==> src/fsc_pkg.sv <==
// Package for the floating-point stack calculator.
// Holds operation and fault codes, float constants and the controller/datapath
// command and status types. Depends on nothing.
`timescale 1ns / 1ps

package fsc_pkg;

	localparam int STACK_DEPTH_DEF = 8;

	// Instruction codes.
	localparam logic [2:0] OP_PUSH_VAL = 3'd0;
	localparam logic [2:0] OP_PUSH_X   = 3'd1;
	localparam logic [2:0] OP_PUSH_Y   = 3'd2;
	localparam logic [2:0] OP_ADD      = 3'd3;
	localparam logic [2:0] OP_SUB      = 3'd4;
	localparam logic [2:0] OP_MUL      = 3'd5;
	localparam logic [2:0] OP_DIV      = 3'd6;
	localparam logic [2:0] OP_NOP      = 3'd7;

	// Fault codes.
	localparam logic [1:0] FAULT_OK        = 2'd0;
	localparam logic [1:0] FAULT_UNDERFLOW = 2'd1;
	localparam logic [1:0] FAULT_OVERFLOW  = 2'd2;

	// Configuration register indexes.
	localparam logic REG_X = 1'b0;
	localparam logic REG_Y = 1'b1;

	// Float constants.
	localparam logic [31:0] QNAN_BITS  = 32'h7FC0_0000;
	localparam logic [30:0] INF_MAG    = 31'h7F80_0000;
	localparam logic [31:0] X_RESET    = 32'h3FCC_CCCD;
	localparam logic [31:0] Y_RESET    = 32'h3FF3_3333;

	// Working formats: signed exponent and 27-bit significand with guard bits.
	localparam int EXP_W     = 11;
	localparam int MANT_W    = 27;
	localparam int DIV_STEPS = 27;

	typedef enum logic [4:0] {
		DC_NONE,
		DC_LOAD,
		DC_PUSH,
		DC_FAULT_OVF,
		DC_FAULT_UNF,
		DC_START,
		DC_ALIGN,
		DC_PRENORM,
		DC_MUL,
		DC_DIV_INIT,
		DC_DIV_STEP,
		DC_DIV_FIN,
		DC_NORM,
		DC_DENORM,
		DC_ROUND,
		DC_SPECIAL,
		DC_FINISH
	} dp_cmd_t;

	typedef struct packed {
		dp_cmd_t cmd;
	} cmd_t;

	typedef struct packed {
		logic [2:0] op;
		logic       empty;
		logic       full;
		logic       lt2;
		logic       special;
		logic       pre_done;
		logic       norm_done;
	} sts_t;

endpackage

==> src/fsc_ram.sv <==
// Generic single-write, single-read RAM with registered read data.
// Used for the stack store. Depends on nothing.
`timescale 1ns / 1ps

module fsc_ram #(
	parameter int WIDTH = 32,
	parameter int DEPTH = 8
) (
	input  logic                     clk,
	input  logic                     we,
	input  logic [$clog2(DEPTH)-1:0] waddr,
	input  logic [WIDTH-1:0]         wdata,
	input  logic [$clog2(DEPTH)-1:0] raddr,
	output logic [WIDTH-1:0]         rdata
);

	logic [WIDTH-1:0] mem_q [DEPTH];

	always_ff @(posedge clk) begin
		if (we) begin
			mem_q[waddr] <= wdata;
		end
		rdata <= mem_q[raddr];
	end

endmodule

==> src/fsc_ctrl.sv <==
// Sequencer of the floating-point stack calculator.
// Drives one datapath command per cycle from the status it gets back.
// Depends on fsc_pkg.
`timescale 1ns / 1ps

module fsc_ctrl (
	input  logic          clk,
	input  logic          arst_n,
	input  logic          in_valid,
	output logic          in_stall,
	output logic          out_valid,
	input  logic          out_stall,
	input  fsc_pkg::sts_t sts,
	output fsc_pkg::cmd_t cmd
);

	typedef enum logic [3:0] {
		S_IDLE,
		S_DECODE,
		S_START,
		S_ROUTE,
		S_PRENORM,
		S_MUL,
		S_DIV_INIT,
		S_DIV,
		S_DIV_FIN,
		S_ALIGN,
		S_NORM,
		S_DENORM,
		S_ROUND,
		S_SPECIAL,
		S_FINISH
	} state_t;

	state_t     state_q, state_d;
	logic [4:0] cnt_q;
	logic       fire;

	assign in_stall = (state_q != S_IDLE);
	assign fire     = (state_q == S_FINISH) && (!out_valid || !out_stall);

	always_comb begin
		state_d = state_q;
		cmd.cmd = fsc_pkg::DC_NONE;
		case (state_q)
			S_IDLE: begin
				if (in_valid) begin
					cmd.cmd = fsc_pkg::DC_LOAD;
					state_d = S_DECODE;
				end
			end
			S_DECODE: begin
				if (sts.op inside {fsc_pkg::OP_PUSH_VAL, fsc_pkg::OP_PUSH_X,
						fsc_pkg::OP_PUSH_Y}) begin
					cmd.cmd = sts.full ? fsc_pkg::DC_FAULT_OVF : fsc_pkg::DC_PUSH;
					state_d = S_FINISH;
				end else if (sts.op == fsc_pkg::OP_NOP) begin
					state_d = S_FINISH;
				end else if (sts.lt2) begin
					cmd.cmd = fsc_pkg::DC_FAULT_UNF;
					state_d = S_FINISH;
				end else begin
					state_d = S_START;
				end
			end
			S_START: begin
				cmd.cmd = fsc_pkg::DC_START;
				state_d = S_ROUTE;
			end
			S_ROUTE: begin
				if (sts.special) begin
					state_d = S_SPECIAL;
				end else if (sts.op inside {fsc_pkg::OP_ADD, fsc_pkg::OP_SUB}) begin
					state_d = S_ALIGN;
				end else begin
					state_d = S_PRENORM;
				end
			end
			S_PRENORM: begin
				if (sts.pre_done) begin
					state_d = (sts.op == fsc_pkg::OP_MUL) ? S_MUL : S_DIV_INIT;
				end else begin
					cmd.cmd = fsc_pkg::DC_PRENORM;
				end
			end
			S_MUL: begin
				cmd.cmd = fsc_pkg::DC_MUL;
				state_d = S_NORM;
			end
			S_DIV_INIT: begin
				cmd.cmd = fsc_pkg::DC_DIV_INIT;
				state_d = S_DIV;
			end
			S_DIV: begin
				cmd.cmd = fsc_pkg::DC_DIV_STEP;
				if (cnt_q == 5'(fsc_pkg::DIV_STEPS - 1)) begin
					state_d = S_DIV_FIN;
				end
			end
			S_DIV_FIN: begin
				cmd.cmd = fsc_pkg::DC_DIV_FIN;
				state_d = S_NORM;
			end
			S_ALIGN: begin
				cmd.cmd = fsc_pkg::DC_ALIGN;
				state_d = S_NORM;
			end
			S_NORM: begin
				if (sts.norm_done) begin
					state_d = S_DENORM;
				end else begin
					cmd.cmd = fsc_pkg::DC_NORM;
				end
			end
			S_DENORM: begin
				cmd.cmd = fsc_pkg::DC_DENORM;
				state_d = S_ROUND;
			end
			S_ROUND: begin
				cmd.cmd = fsc_pkg::DC_ROUND;
				state_d = S_FINISH;
			end
			S_SPECIAL: begin
				cmd.cmd = fsc_pkg::DC_SPECIAL;
				state_d = S_FINISH;
			end
			S_FINISH: begin
				if (fire) begin
					cmd.cmd = fsc_pkg::DC_FINISH;
					state_d = S_IDLE;
				end
			end
			default: begin
				state_d = S_IDLE;
			end
		endcase
	end

	always_ff @(posedge clk or negedge arst_n) begin
		if (!arst_n) begin
			state_q   <= S_IDLE;
			cnt_q     <= '0;
			out_valid <= 1'b0;
		end else begin
			state_q <= state_d;
			if (state_q == S_DIV) begin
				cnt_q <= cnt_q + 5'd1;
			end else begin
				cnt_q <= '0;
			end
			if (fire) begin
				out_valid <= 1'b1;
			end else if (out_valid && !out_stall) begin
				out_valid <= 1'b0;
			end
		end
	end

endmodule

==> src/fsc_dp.sv <==
// Datapath of the floating-point stack calculator: stack store, cached top,
// counters, configuration registers and a multi-cycle single-precision unit.
// Depends on fsc_pkg and fsc_ram.
`timescale 1ns / 1ps

module fsc_dp #(
	parameter int STACK_DEPTH = fsc_pkg::STACK_DEPTH_DEF
) (
	input  logic          clk,
	input  logic          arst_n,
	input  logic          write_en,
	input  logic          write_index,
	input  logic [31:0]   write_data,
	input  logic [2:0]    op,
	input  logic [31:0]   value,
	output logic [31:0]   top_value,
	output logic          negative,
	output logic [3:0]    stack_depth,
	output logic [15:0]   instr_count,
	output logic [1:0]    fault,
	input  fsc_pkg::cmd_t cmd,
	output fsc_pkg::sts_t sts
);

	localparam int AW = $clog2(STACK_DEPTH);
	localparam int DW = $clog2(STACK_DEPTH + 1);
	localparam int EW = fsc_pkg::EXP_W;
	localparam int MW = fsc_pkg::MANT_W;

	logic [31:0]          x_q, y_q;
	logic [2:0]           op_q;
	logic [31:0]          val_q;
	logic [1:0]           fault_q;
	logic [DW-1:0]        depth_q;
	logic [15:0]          count_q;
	logic [31:0]          top_q;
	logic [31:0]          below;
	logic                 mem_we;

	// Unpacked operands and the working result.
	logic                 sa_q, sb_q;
	logic signed [EW-1:0] ea_q, eb_q;
	logic [23:0]          ma_q, mb_q;
	logic                 special_q;
	logic [31:0]          spec_q;
	logic                 rs_q;
	logic signed [EW-1:0] re_q;
	logic [MW-1:0]        rm_q;
	logic [25:0]          rem_q;
	logic [MW-1:0]        quo_q;

	// Operand classification at start.
	logic                 a_nan, b_nan, a_inf, b_inf, a_zero, b_zero;
	logic                 bs_eff, sx;
	logic                 st_special;
	logic [31:0]          st_val;

	// Alignment and add.
	logic                 swap;
	logic signed [EW-1:0] e_l, e_s, e_diff;
	logic [23:0]          m_l, m_s;
	logic                 s_l;
	logic [MW-1:0]        x_s, sh_s;
	logic [MW:0]          sum;
	logic [MW-1:0]        al_mant;
	logic signed [EW-1:0] al_exp;
	logic                 al_sign;

	// Multiply.
	logic [47:0]          prod;

	// Divide step.
	logic [25:0]          rem_sub;
	logic                 q_bit;

	// Denormalize and round.
	logic signed [EW-1:0] dn_sh;
	logic [MW-1:0]        dn_mant;
	logic                 rnd_up;
	logic [24:0]          m25;
	logic [23:0]          mf;
	logic signed [EW-1:0] ef;
	logic [31:0]          rnd_val;

	fsc_ram #(
		.WIDTH (32),
		.DEPTH (STACK_DEPTH)
	) u_stack (
		.clk   (clk),
		.we    (mem_we),
		.waddr (AW'(depth_q - DW'(1))),
		.wdata (top_q),
		.raddr (AW'(depth_q - DW'(2))),
		.rdata (below)
	);

	assign mem_we = (cmd.cmd == fsc_pkg::DC_PUSH) && (depth_q != '0);

	assign sts.op        = op_q;
	assign sts.empty     = (depth_q == '0);
	assign sts.full      = (depth_q == DW'(STACK_DEPTH));
	assign sts.lt2       = (depth_q < DW'(2));
	assign sts.special   = special_q;
	assign sts.pre_done  = ma_q[23] && mb_q[23];
	assign sts.norm_done = (rm_q == '0) || rm_q[MW-1];

	// Classification and special results of below (a) and top (b).
	always_comb begin
		a_nan  = (below[30:23] == 8'hFF) && (below[22:0] != '0);
		b_nan  = (top_q[30:23] == 8'hFF) && (top_q[22:0] != '0);
		a_inf  = (below[30:0] == fsc_pkg::INF_MAG);
		b_inf  = (top_q[30:0] == fsc_pkg::INF_MAG);
		a_zero = (below[30:0] == '0);
		b_zero = (top_q[30:0] == '0);
		bs_eff = top_q[31] ^ (op_q == fsc_pkg::OP_SUB);
		sx     = below[31] ^ top_q[31];
		st_special = 1'b1;
		st_val     = fsc_pkg::QNAN_BITS;
		if (op_q inside {fsc_pkg::OP_ADD, fsc_pkg::OP_SUB}) begin
			if (a_nan || b_nan) begin
				st_val = fsc_pkg::QNAN_BITS;
			end else if (a_inf && b_inf) begin
				st_val = (below[31] != bs_eff) ? fsc_pkg::QNAN_BITS
					: {below[31], fsc_pkg::INF_MAG};
			end else if (a_inf) begin
				st_val = {below[31], fsc_pkg::INF_MAG};
			end else if (b_inf) begin
				st_val = {bs_eff, fsc_pkg::INF_MAG};
			end else begin
				st_special = 1'b0;
			end
		end else if (op_q == fsc_pkg::OP_MUL) begin
			if (a_nan || b_nan || (a_inf && b_zero) || (a_zero && b_inf)) begin
				st_val = fsc_pkg::QNAN_BITS;
			end else if (a_inf || b_inf) begin
				st_val = {sx, fsc_pkg::INF_MAG};
			end else if (a_zero || b_zero) begin
				st_val = {sx, 31'd0};
			end else begin
				st_special = 1'b0;
			end
		end else begin
			if (b_zero) begin
				st_val = (a_nan || a_zero) ? fsc_pkg::QNAN_BITS
					: {sx, fsc_pkg::INF_MAG};
			end else if (a_nan || b_nan || (a_inf && b_inf)) begin
				st_val = fsc_pkg::QNAN_BITS;
			end else if (a_inf) begin
				st_val = {sx, fsc_pkg::INF_MAG};
			end else if (b_inf || a_zero) begin
				st_val = {sx, 31'd0};
			end else begin
				st_special = 1'b0;
			end
		end
	end

	// Alignment of the smaller operand with sticky collection, then add or subtract.
	always_comb begin
		swap   = {eb_q, mb_q} > {ea_q, ma_q};
		e_l    = swap ? eb_q : ea_q;
		e_s    = swap ? ea_q : eb_q;
		m_l    = swap ? mb_q : ma_q;
		m_s    = swap ? ma_q : mb_q;
		s_l    = swap ? sb_q : sa_q;
		e_diff = e_l - e_s;
		x_s    = {m_s, 3'b000};
		if (e_diff >= EW'(MW)) begin
			sh_s = {{(MW-1){1'b0}}, |m_s};
		end else begin
			sh_s    = x_s >> e_diff[4:0];
			sh_s[0] = sh_s[0] | (|(x_s & ~({MW{1'b1}} << e_diff[4:0])));
		end
		if (sa_q == sb_q) begin
			sum = {1'b0, m_l, 3'b000} + {1'b0, sh_s};
		end else begin
			sum = {1'b0, m_l, 3'b000} - {1'b0, sh_s};
		end
		if (sum[MW]) begin
			al_mant = {sum[MW:2], sum[1] | sum[0]};
			al_exp  = e_l + EW'(1);
		end else begin
			al_mant = sum[MW-1:0];
			al_exp  = e_l;
		end
		al_sign = (sum == '0) ? (sa_q & sb_q) : s_l;
	end

	assign prod    = ma_q * mb_q;
	assign q_bit   = (rem_q >= {2'b00, mb_q});
	assign rem_sub = q_bit ? (rem_q - {2'b00, mb_q}) : rem_q;

	// Shift into the subnormal range, then round to nearest even and pack.
	always_comb begin
		dn_sh = EW'(1) - re_q;
		if (dn_sh >= EW'(MW)) begin
			dn_mant = {{(MW-1){1'b0}}, |rm_q};
		end else begin
			dn_mant    = rm_q >> dn_sh[4:0];
			dn_mant[0] = dn_mant[0] | (|(rm_q & ~({MW{1'b1}} << dn_sh[4:0])));
		end
		rnd_up = rm_q[2] && ((|rm_q[1:0]) || rm_q[3]);
		m25    = {1'b0, rm_q[MW-1:3]} + 25'(rnd_up);
		if (m25[24]) begin
			mf = m25[24:1];
			ef = re_q + EW'(1);
		end else begin
			mf = m25[23:0];
			ef = re_q;
		end
		if (ef >= EW'(255)) begin
			rnd_val = {rs_q, fsc_pkg::INF_MAG};
		end else begin
			rnd_val = {rs_q, (mf[23] ? ef[7:0] : 8'd0), mf[22:0]};
		end
	end

	always_ff @(posedge clk or negedge arst_n) begin
		if (!arst_n) begin
			x_q       <= fsc_pkg::X_RESET;
			y_q       <= fsc_pkg::Y_RESET;
			depth_q   <= '0;
			count_q   <= '0;
			fault_q   <= fsc_pkg::FAULT_OK;
			op_q      <= fsc_pkg::OP_NOP;
			special_q <= 1'b0;
		end else begin
			if (write_en) begin
				if (write_index == fsc_pkg::REG_X) begin
					x_q <= write_data;
				end else begin
					y_q <= write_data;
				end
			end
			case (cmd.cmd)
				fsc_pkg::DC_LOAD: begin
					op_q    <= op;
					fault_q <= fsc_pkg::FAULT_OK;
				end
				fsc_pkg::DC_PUSH: begin
					depth_q <= depth_q + DW'(1);
				end
				fsc_pkg::DC_FAULT_OVF: begin
					fault_q <= fsc_pkg::FAULT_OVERFLOW;
				end
				fsc_pkg::DC_FAULT_UNF: begin
					fault_q <= fsc_pkg::FAULT_UNDERFLOW;
				end
				fsc_pkg::DC_START: begin
					special_q <= st_special;
				end
				fsc_pkg::DC_ROUND, fsc_pkg::DC_SPECIAL: begin
					depth_q <= depth_q - DW'(1);
				end
				fsc_pkg::DC_FINISH: begin
					count_q <= count_q + 16'd1;
				end
				default: begin
				end
			endcase
		end
	end

	// Payload registers.
	always_ff @(posedge clk) begin
		case (cmd.cmd)
			fsc_pkg::DC_LOAD: begin
				val_q <= value;
			end
			fsc_pkg::DC_PUSH: begin
				if (op_q == fsc_pkg::OP_PUSH_VAL) begin
					top_q <= val_q;
				end else if (op_q == fsc_pkg::OP_PUSH_X) begin
					top_q <= x_q;
				end else begin
					top_q <= y_q;
				end
			end
			fsc_pkg::DC_START: begin
				spec_q <= st_val;
				sa_q   <= below[31];
				sb_q   <= bs_eff;
				rs_q   <= sx;
				ea_q   <= (below[30:23] == '0) ? EW'(1) : EW'({1'b0, below[30:23]});
				eb_q   <= (top_q[30:23] == '0) ? EW'(1) : EW'({1'b0, top_q[30:23]});
				ma_q   <= {below[30:23] != '0, below[22:0]};
				mb_q   <= {top_q[30:23] != '0, top_q[22:0]};
			end
			fsc_pkg::DC_PRENORM: begin
				if (!ma_q[23]) begin
					ma_q <= {ma_q[22:0], 1'b0};
					ea_q <= ea_q - EW'(1);
				end
				if (!mb_q[23]) begin
					mb_q <= {mb_q[22:0], 1'b0};
					eb_q <= eb_q - EW'(1);
				end
			end
			fsc_pkg::DC_ALIGN: begin
				rm_q <= al_mant;
				re_q <= al_exp;
				rs_q <= al_sign;
			end
			fsc_pkg::DC_MUL: begin
				rm_q <= {prod[47:22], |prod[21:0]};
				re_q <= ea_q + eb_q - EW'(126);
			end
			fsc_pkg::DC_DIV_INIT: begin
				rem_q <= {2'b00, ma_q};
				quo_q <= '0;
				re_q  <= ea_q - eb_q + EW'(127);
			end
			fsc_pkg::DC_DIV_STEP: begin
				quo_q <= {quo_q[MW-2:0], q_bit};
				rem_q <= {rem_sub[24:0], 1'b0};
			end
			fsc_pkg::DC_DIV_FIN: begin
				rm_q <= {quo_q[MW-1:1], quo_q[0] | (rem_q != '0)};
			end
			fsc_pkg::DC_NORM: begin
				rm_q <= {rm_q[MW-2:0], 1'b0};
				re_q <= re_q - EW'(1);
			end
			fsc_pkg::DC_DENORM: begin
				if (re_q < EW'(1)) begin
					rm_q <= dn_mant;
					re_q <= EW'(1);
				end
			end
			fsc_pkg::DC_ROUND: begin
				top_q <= rnd_val;
			end
			fsc_pkg::DC_SPECIAL: begin
				top_q <= spec_q;
			end
			fsc_pkg::DC_FINISH: begin
				top_value   <= (depth_q != '0) ? top_q : 32'd0;
				negative    <= (depth_q != '0) ? top_q[31] : 1'b0;
				stack_depth <= 4'(depth_q);
				instr_count <= count_q + 16'd1;
				fault       <= fault_q;
			end
			default: begin
			end
		endcase
	end

endmodule

==> src/float_stack_calculator.sv <==
// Top level of the floating-point stack calculator.
// Joins the sequencer fsc_ctrl and the datapath fsc_dp. Depends on fsc_pkg.
`timescale 1ns / 1ps

// A stack machine over IEEE-754 single-precision bit patterns. Each input item
// is one instruction: push the immediate value, push the x or y register, or
// pop two entries and push below+top, below-top, below*top or below/top,
// rounded to nearest even with subnormals kept; every NaN result comes out as
// the canonical quiet NaN. Each instruction gives exactly one result item with
// the new top of stack (zero when empty), its sign, the depth, a 16-bit
// running instruction count and a fault code; a faulting instruction leaves
// the stack as it was. The block works on one instruction at a time. An
// operation on special operands (zero, infinity, NaN) takes a short path; an
// add or subtract runs through a one-bit-per-cycle normalizer after
// cancellation; a multiply pre-normalizes subnormal operands one bit per
// cycle; a divide pre-normalizes likewise and then runs a restoring divider
// that produces one quotient bit per cycle. The next instruction can be
// accepted in the cycle after a result has been placed in the output
// register, even while that result is still stalled. The top of stack is
// kept in a register and the entries below it in a small RAM; the registers
// x and y are written through the write port; the user must write them only
// while the block is idle, as the block itself does not enforce it.

module float_stack_calculator #(
	parameter int STACK_DEPTH = fsc_pkg::STACK_DEPTH_DEF
) (
	input  logic        clk,
	input  logic        arst_n,
	input  logic        write_en,
	input  logic        write_index,
	input  logic [31:0] write_data,
	input  logic        in_valid,
	output logic        in_stall,
	input  logic [2:0]  op,
	input  logic [31:0] value,
	output logic        out_valid,
	input  logic        out_stall,
	output logic [31:0] top_value,
	output logic        negative,
	output logic [3:0]  stack_depth,
	output logic [15:0] instr_count,
	output logic [1:0]  fault
);

	// Command from the sequencer and status back from the datapath.
	fsc_pkg::cmd_t cmd;
	fsc_pkg::sts_t sts;

	fsc_ctrl u_ctrl (
		.clk       (clk),
		.arst_n    (arst_n),
		.in_valid  (in_valid),
		.in_stall  (in_stall),
		.out_valid (out_valid),
		.out_stall (out_stall),
		.sts       (sts),
		.cmd       (cmd)
	);

	fsc_dp #(
		.STACK_DEPTH (STACK_DEPTH)
	) u_dp (
		.clk         (clk),
		.arst_n      (arst_n),
		.write_en    (write_en),
		.write_index (write_index),
		.write_data  (write_data),
		.op          (op),
		.value       (value),
		.top_value   (top_value),
		.negative    (negative),
		.stack_depth (stack_depth),
		.instr_count (instr_count),
		.fault       (fault),
		.cmd         (cmd),
		.sts         (sts)
	);

endmodule
==> config.mk <==
export PLATFORM = sky130hd
export DESIGN_NAME = float_stack_calculator
export DESIGN_NICKNAME = d
export VERILOG_FILES = /design/src/fsc_pkg.sv /design/src/fsc_ram.sv /design/src/fsc_ctrl.sv /design/src/fsc_dp.sv /design/src/float_stack_calculator.sv
export SDC_FILE = /design/constraint.sdc
export NUM_CORES = 2
export LEC_CHECK = 0
export CAP_MARGIN = 25
export CORE_ASPECT_RATIO = 0.5
export CORE_UTILIZATION = 32
export DETAILED_ROUTE_END_ITERATION = 10
export DONT_BUFFER_PORTS = 1
export SLEW_MARGIN = 0
export SYNTH_ARGS = -nofsm -noshare
export SYNTH_HDL_FRONTEND = slang
export SYNTH_SLANG_ARGS = --single-unit
==> constraint.sdc <==
create_clock -name clk -period 13.8 [get_ports clk]
set_input_delay 2.76 -clock clk [delete_from_list [all_inputs] [get_ports clk]]
set_output_delay 2.76 -clock clk [all_outputs]
set_load 0.02 [all_outputs]
==> Word level (Yosys, flattened, before mapping) <==
Memories as Yosys holds them, arrays and structs flattened. A register that Yosys moved wholly into a read port is not among the register bits.
Index checks and enable logic that the tools add are counted.
{ "word_totals": {"memories": 1, "elab_cells": 285, "output_inout_bits": 57, "in_bits": 73, "regBits": 415, "ram_bits": 256} }
{ "mem_list": {"columns": ["name", "depth", "width", "read_ports", "rd_clocked_by_memory_dff", "wr", "line", "rtl"], "rows": [
  ["u_dp.u_stack.mem_q", 8, 32, 1, 1, 1, "fsc_ram.sv:17", "logic [WIDTH-1:0] mem_q [DEPTH];"]
]} }
{ "op_classes": {"n_reduce_logical": 65, "add_sub_neg": 20, "order_cmp": 7, "bitwise_logic": 12, "n_mul": 1, "eq_ne": 52, "shift": 4, "muxes": 92} }
{ "op_table": {"columns": ["op", "n"], "rows": [
  ["$mux W32", 17],
  ["$pmux W27 S5", 1],
  ["$mux W24", 5],
  ["$mux W27", 4],
  ["$pmux W24 S2", 2],
  ["$pmux W32 S3", 1],
  ["$reduce_or A27 Y1", 3],
  ["$mux W11", 7],
  ["$pmux W5 S14", 1],
  ["$eq A31 B31 Y1 const B", 2],
  ["$logic_not A31 Y1", 2],
  ["$pmux W11 S5", 1],
  ["$and A27 B27 Y27", 2],
  ["$not A27 Y27", 2],
  ["$pmux W27 S2", 1],
  ["$shl A27 B5 Y27 const A", 2],
  ["$shr A27 B5 Y27", 2],
  ["$pmux W26 S2", 1],
  ["$mul A24 B24 Y48", 1],
  ["$pmux W4 S12", 1],
  ["$reduce_bool A23 Y1", 2],
  ["$mux W4", 11],
  ["$pmux W11 S2", 2],
  ["$eq A5 B4 Y1 const B", 8],
  ["73 further kinds", 172]
]} }

==> Longest topological paths before layout <==
{ "logic_depth": {"word_depth": 14, "mapped_depth": 52, "ltp_nobuf": 41} }

==> Hierarchy <==
From an unflattened synthesis, not the netlist that was laid out.
{ "unflattened": {"hier_cells": 5917, "hier_area_um2": 58970.3} }
{ "by_module_without_submodules": {"columns": ["mod", "area_per_inst_um2", "instances", "seq_area_each_um2", "cells_per_inst"], "rows": [
  ["fsc_dp", 47658.2, 1, 10862.9, 5395],
  ["fsc_ram", 10466.3, 1, 8328.0, 415],
  ["fsc_ctrl", 845.8, 1, 250.2, 107]
]} }

==> Worst setup path before layout <==
Ideal clock, no wire load.
{ "synth_path": {"path_type": "reg2reg", "from": "register u_dp.ma_q[23]", "to": "register u_dp.rs_q (data pin)", "setup_slack_ps": 4075, "path_buffers": 10, "path_stages_with_launch": 51, "required_ps": 13537, "arrival_ps": 9462, "period_less_slack_ps": 9725, "setup_time_ps": 263, "cell_sequence": "edfxtp_1 > clkbuf_1 > clkinv_1 > clkbuf_1 > ha_1 > and4b_1 > nand4_1 > nor2_1 > a221oi_4 > a21oi_2 > buf_6 > buf_6 > clkbuf_1 > clkbuf_1 > clkbuf_1 > buf_1 > mux2i_1 > ha_1 > [... 15 more ...] > a21oi_1 > o21ai_0 > a21oi_1 > o21bai_1 > a21oi_1 > o21bai_1 > a21oi_1 > o21a_1 > a2111oi_0 > o31a_1 > nor2_1 > o41a_1 > a21oi_1 > a31oi_1 > nor4_1 > nand4_1 > mux2i_1 > mux2i_1"} }
{ "synth_between": {"elab_chain_cells": 14, "word_cells_on_any_way": 27, "classes_between": "add/sub: 3; order compare: 2; eq/ne: 2; shift: 2; mux: 11; bitwise: 3; reduce/logical: 4"} }
{ "synth_lines": {"columns": ["element", "line", "rtl"], "rows": [
  ["start: declaration", "fsc_dp.sv:43", "logic [23:0] ma_q, mb_q;"],
  ["start signal: assignment", "fsc_dp.sv:286", "ma_q <= {below[30:23] != '0, below[22:0]};"],
  ["start signal: assignment", "fsc_dp.sv:291", "ma_q <= {ma_q[22:0], 1'b0};"],
  ["$gt A35 B35 Y1", "fsc_dp.sv:160", "swap = {eb_q, mb_q} > {ea_q, ma_q};"],
  ["$mux W11 (on tied branches)", "fsc_dp.sv:161, fsc_dp.sv:162", null],
  ["$sub A11 B11 Y11", "fsc_dp.sv:166", "e_diff = e_l - e_s;"],
  ["$shl A27 B5 Y27", "fsc_dp.sv:172", "sh_s[0] = sh_s[0] | (|(x_s & ~({MW{1'b1}} << e_diff[4:0])));"],
  ["$not A27 Y27", "fsc_dp.sv:172", null],
  ["$and A27 B27 Y27", "fsc_dp.sv:172", null],
  ["$reduce_or A27 Y1", "fsc_dp.sv:172", null],
  ["$or A1 B1 Y1", "fsc_dp.sv:172", null],
  ["$mux W27", "fsc_dp.sv:168", "if (e_diff >= EW'(MW)) begin"],
  ["$sub A27 B27 Y28 or $add A27 B27 Y28 (tied branches)", "fsc_dp.sv:177, fsc_dp.sv:175", null],
  ["$mux W28", "fsc_dp.sv:174", "if (sa_q == sb_q) begin"],
  ["$logic_not A28 Y1", "fsc_dp.sv:186", "al_sign = (sum == '0) ? (sa_q & sb_q) : s_l;"],
  ["$mux W1", "fsc_dp.sv:186", null],
  ["$pmux W1 S2 *", "fsc_dp.sv:266", "case (cmd.cmd)"],
  ["end signal: assignment", "fsc_dp.sv:302", "rs_q <= al_sign;"],
  ["end: declaration", "fsc_dp.sv:46", "logic rs_q;"]
]} }
Mark *: on every way between the ends. The rest lies on a longest branch, timed or not.
A chain may end at the register's enable or synchronous reset.

==> Worst setup path in the final report <==
{ "layout_path": {"from": "register u_dp.ma_q[4]", "to": "register u_dp.re_q[7] (data pin)"} }
{ "layout_between": {"elab_chain_cells": 13, "word_cells_on_any_way": 21, "classes_between": "add/sub: 4; order compare: 2; shift: 2; mux: 8; bitwise: 3; reduce/logical: 2"} }
{ "layout_lines": {"columns": ["element", "line", "rtl"], "rows": [
  ["$gt A35 B35 Y1", "fsc_dp.sv:160", null],
  ["$mux W11 (on tied branches)", "fsc_dp.sv:161, fsc_dp.sv:162", null],
  ["$sub A11 B11 Y11", "fsc_dp.sv:166", null],
  ["$shl A27 B5 Y27", "fsc_dp.sv:172", null],
  ["$not A27 Y27", "fsc_dp.sv:172", null],
  ["$and A27 B27 Y27", "fsc_dp.sv:172", null],
  ["$reduce_or A27 Y1", "fsc_dp.sv:172", null],
  ["$or A1 B1 Y1", "fsc_dp.sv:172", null],
  ["$mux W27", "fsc_dp.sv:168", null],
  ["$sub A27 B27 Y28 or $add A27 B27 Y28 (tied branches)", "fsc_dp.sv:177, fsc_dp.sv:175", null],
  ["$mux W28", "fsc_dp.sv:174", null],
  ["$mux W11 *", "fsc_dp.sv:179", "if (sum[MW]) begin"],
  ["$pmux W11 S5 *", "fsc_dp.sv:266", null],
  ["end signal: assignment", "fsc_dp.sv:301", "re_q <= al_exp;"],
  ["end signal: assignment", "fsc_dp.sv:306", "re_q <= ea_q + eb_q - EW'(126);"],
  ["end signal: assignment", "fsc_dp.sv:311", "re_q <= ea_q - eb_q + EW'(127);"],
  ["end: declaration", "fsc_dp.sv:47", "logic signed [EW-1:0] re_q;"]
]} }
Marks and branches as above.

==> summary.txt <==
Cts hold-fix bufs = 0
Pre-CTS setup slack = 2.42 ns
Row count = 110
Max Freq = 0.0860 GHz
Async set-reset flop share out of synthesis = 0.149
Die Ht = 305 µm
TritonCTS Buffers = 73
Setup TNS = 0 ns
# setup viols final = 0
Slowest cell delay on critical path = 1.02 ns
Vias in the first global route = 44,524
Skew final = 0.0220 ns
Final slew viol count = 0
Gpl congestion = 0.971
Die Area = 0.186 mm²
Dpl cells = 8,079
Class of the tightest hold or removal check = reg2reg
CTS resizes = 0
Nets@finish = 6,676
Core ar. = 0.181 mm²
ANT nets after route = 0
Routed vias = 45,434
Post-synth net total = 6,846
H-tree Lvls = 3
Slew Limit Headroom = 0.205
CP Max Fanout = 40
Clock root buffer = clkbuf_16
Final Cycle Share = 0.842
Max-cap viol count = 0
Clk sinks = 673
Post-synth top flop = edfxtp_1
Fillers = 18,145
Synthesis Warnings = 0
Final Non-Filler Cells = 8,219
Post-synthesis sequential area ratio = 0.331
Final WL = 196,000 µm
Number of flops mapped to enable cells by yosys = 541
Setup Fix Bufs, Post-CTS = 0
Final hold vios = 0
# IOs = 130
Hpwl dp = 144,000 µm
Largest net degree at the start of global routing = 101
Commonest cells after routing, fill and taps aside = nand2_1 (744), inv_1 (672), edfxtp_1 (541)
CTS max path bufs = 3
Top cell by count, worst path = a21oi_1
Commonest non-fill, non-tap cell in the layout = nand2_1
Drt pass-1 iters = 6
CTS tree = built
Run status = finished clean
Initial Util = 0.325
Drt initial violations = 4,814
Synthesized flop and latch total = 673
Vias/cell = 5.53
Crit start category = register
Clk_lat worst skew = 0.67 ns
Avg Cell Area, Syn = 9.94 µm²
First-pass GRT wire length = 292,000 µm
Worst EP arrival = 12.12 ns
CP Class = reg2reg
Area grow syn2layout = 8.63%
RSZ-0062 raised after global routing = no
Drt drc = 0
Buf+Inv Stages, Crit Path = 2
Post-synthesis cell type count = 108
All-Layer GR Usage = 0.208
Clock slew at reported path FFs = 0.06 ns
Critical path capture point type = register
Cell family with most CP delay = compound AO/OA/AOI/OAI gates
Routed WL per cell = 23.8 µm
Syn Std Cell Area = 0.0588 mm²
Initial antenna violation count = 6
Die Width = 608 µm
Worst setup margin = 2.18 ns
GR Overflow Total = 0
Critical-path top delay cell = edfxtp_1
Share of cells above drive strength 1 = 0.0936
Critical Path RT = 14.30 ns
PortBufs = 0
Least-Margin Pin Slew = 1.18 ns
Post-Syn Instances = 5,920
Final period demand of the worst path = 11.62 ns
cell type report:
class | count | area, µm² | area share
well taps | 2408 | 3010 | 0.0472
clock buffers | 101 | 2010 | 0.0315
multi-input cells | 4187 | 35500 | 0.556
clock inverters | 34 | 340 | 0.00533
inverters | 692 | 2600 | 0.0407
repair buffers | 123 | 983 | 0.0154
flip-flops and latches | 673 | 19400 | 0.304
diodes | 1 | 2.50 | 0.0000392
state kept, by name, summed over array words and instances, names as in the netlist, 24 cells and up:
register,cells
u_dp.rem_q,26
u_dp.y_q,32
u_dp.x_q,32
u_dp.mb_q,24
u_dp.top_q,32
u_dp.quo_q,27
u_dp.val_q,32
u_dp.rm_q,27
u_dp.u_stack.mem_q,256
u_dp.u_stack.rdata,32
u_dp.top_value,31
u_dp.ma_q,24
final timing paths:
path | depth (start not counted) | slack, ns | start | endpoint
setup / recovery | 36 | 2.18 | u_dp.ma_q[4]$_DFFE_PP_ | u_dp.re_q[7]$_DFFE_PP_
hold / removal | 1 | 0.49 | u_ctrl.cnt_q[0]$_DFF_PN0_ | u_ctrl.cnt_q[0]$_DFF_PN0_
setup reg to reg | 36 | 2.18 | u_dp.ma_q[4]$_DFFE_PP_ | u_dp.re_q[7]$_DFFE_PP_
hold reg to reg | 1 | 0.49 | u_ctrl.cnt_q[0]$_DFF_PN0_ | u_ctrl.cnt_q[0]$_DFF_PN0_
max in group asynchronous | 0 | 11.73 | arst_n | u_dp.y_q[9]$_DFFE_PN1P_
min in group asynchronous | 0 | 1.79 | arst_n | u_ctrl.out_valid$_DFFE_PN0P_
cell usage after synthesis (59+ instances only):
master | instances | area, µm²
o31ai_1 | 63 | 473
mux2_2 | 118 | 1330
inv_1 | 673 | 2530
nand2_1 | 746 | 2800
mux2i_1 | 152 | 1520
nor2_1 | 497 | 1870
o21ai_0 | 207 | 1040
nor3_1 | 79 | 395
buf_1 | 59 | 221
clkbuf_1 | 283 | 1060
mux4_2 | 77 | 1730
nor2b_1 | 60 | 375
a21oi_1 | 238 | 1190
ha_1 | 366 | 4580
edfxtp_1 | 541 | 16200
and2_1 | 66 | 413
nand3_1 | 91 | 455
xnor2_1 | 125 | 1090
fa_1 | 487 | 9750
metal layers:
| metal | wire length [µm] | vias up | part of all wire | track usage |
|---|---|---|---|---|
| met3 | 18000 | 395 | 0.092 | 0.0398 |
| met4 | 7580 | 2 | 0.039 | 0.0777 |
| met5 | 13 | - | 0.000066 | 0 |
| met2 | 85200 | 2119 | 0.43 | 0.318 |
| li1 | - | 20015 | - | - |
| met1 | 85200 | 22903 | 0.43 | 0.292 |
logic make-up after synthesis:
family / count (synthesis) / share of synthesized area
adders and majority gates: 854 / 0.244
DFF: 673 / 0.331
xor gates and xnor gates: 183 / 0.0272
muxes: 349 / 0.0784
and+or+nand+nor: 1820 / 0.139
buffers and inverters: 1060 / 0.0692
AOI/OAI and AO/OA: 981 / 0.112
stage by stage:
| step | area, µm² | hold slack (ns) | util |
|---|---|---|---|
| CTS | 63800 | 0.482 | 0.352 |
| finish | 63900 | 0.488 | 0.353 |
| global route | 63900 | 0.493 | 0.353 |
| detailed placement | 61500 | 0.466 | 0.339 |
| floorplan | 58800 | 0.419 | - |
| global placement | 61400 | 0.451 | 0.339 |
Power is not shown: default switching activity piles up to over one toggle a cycle in this logic, so the estimate is an artifact.
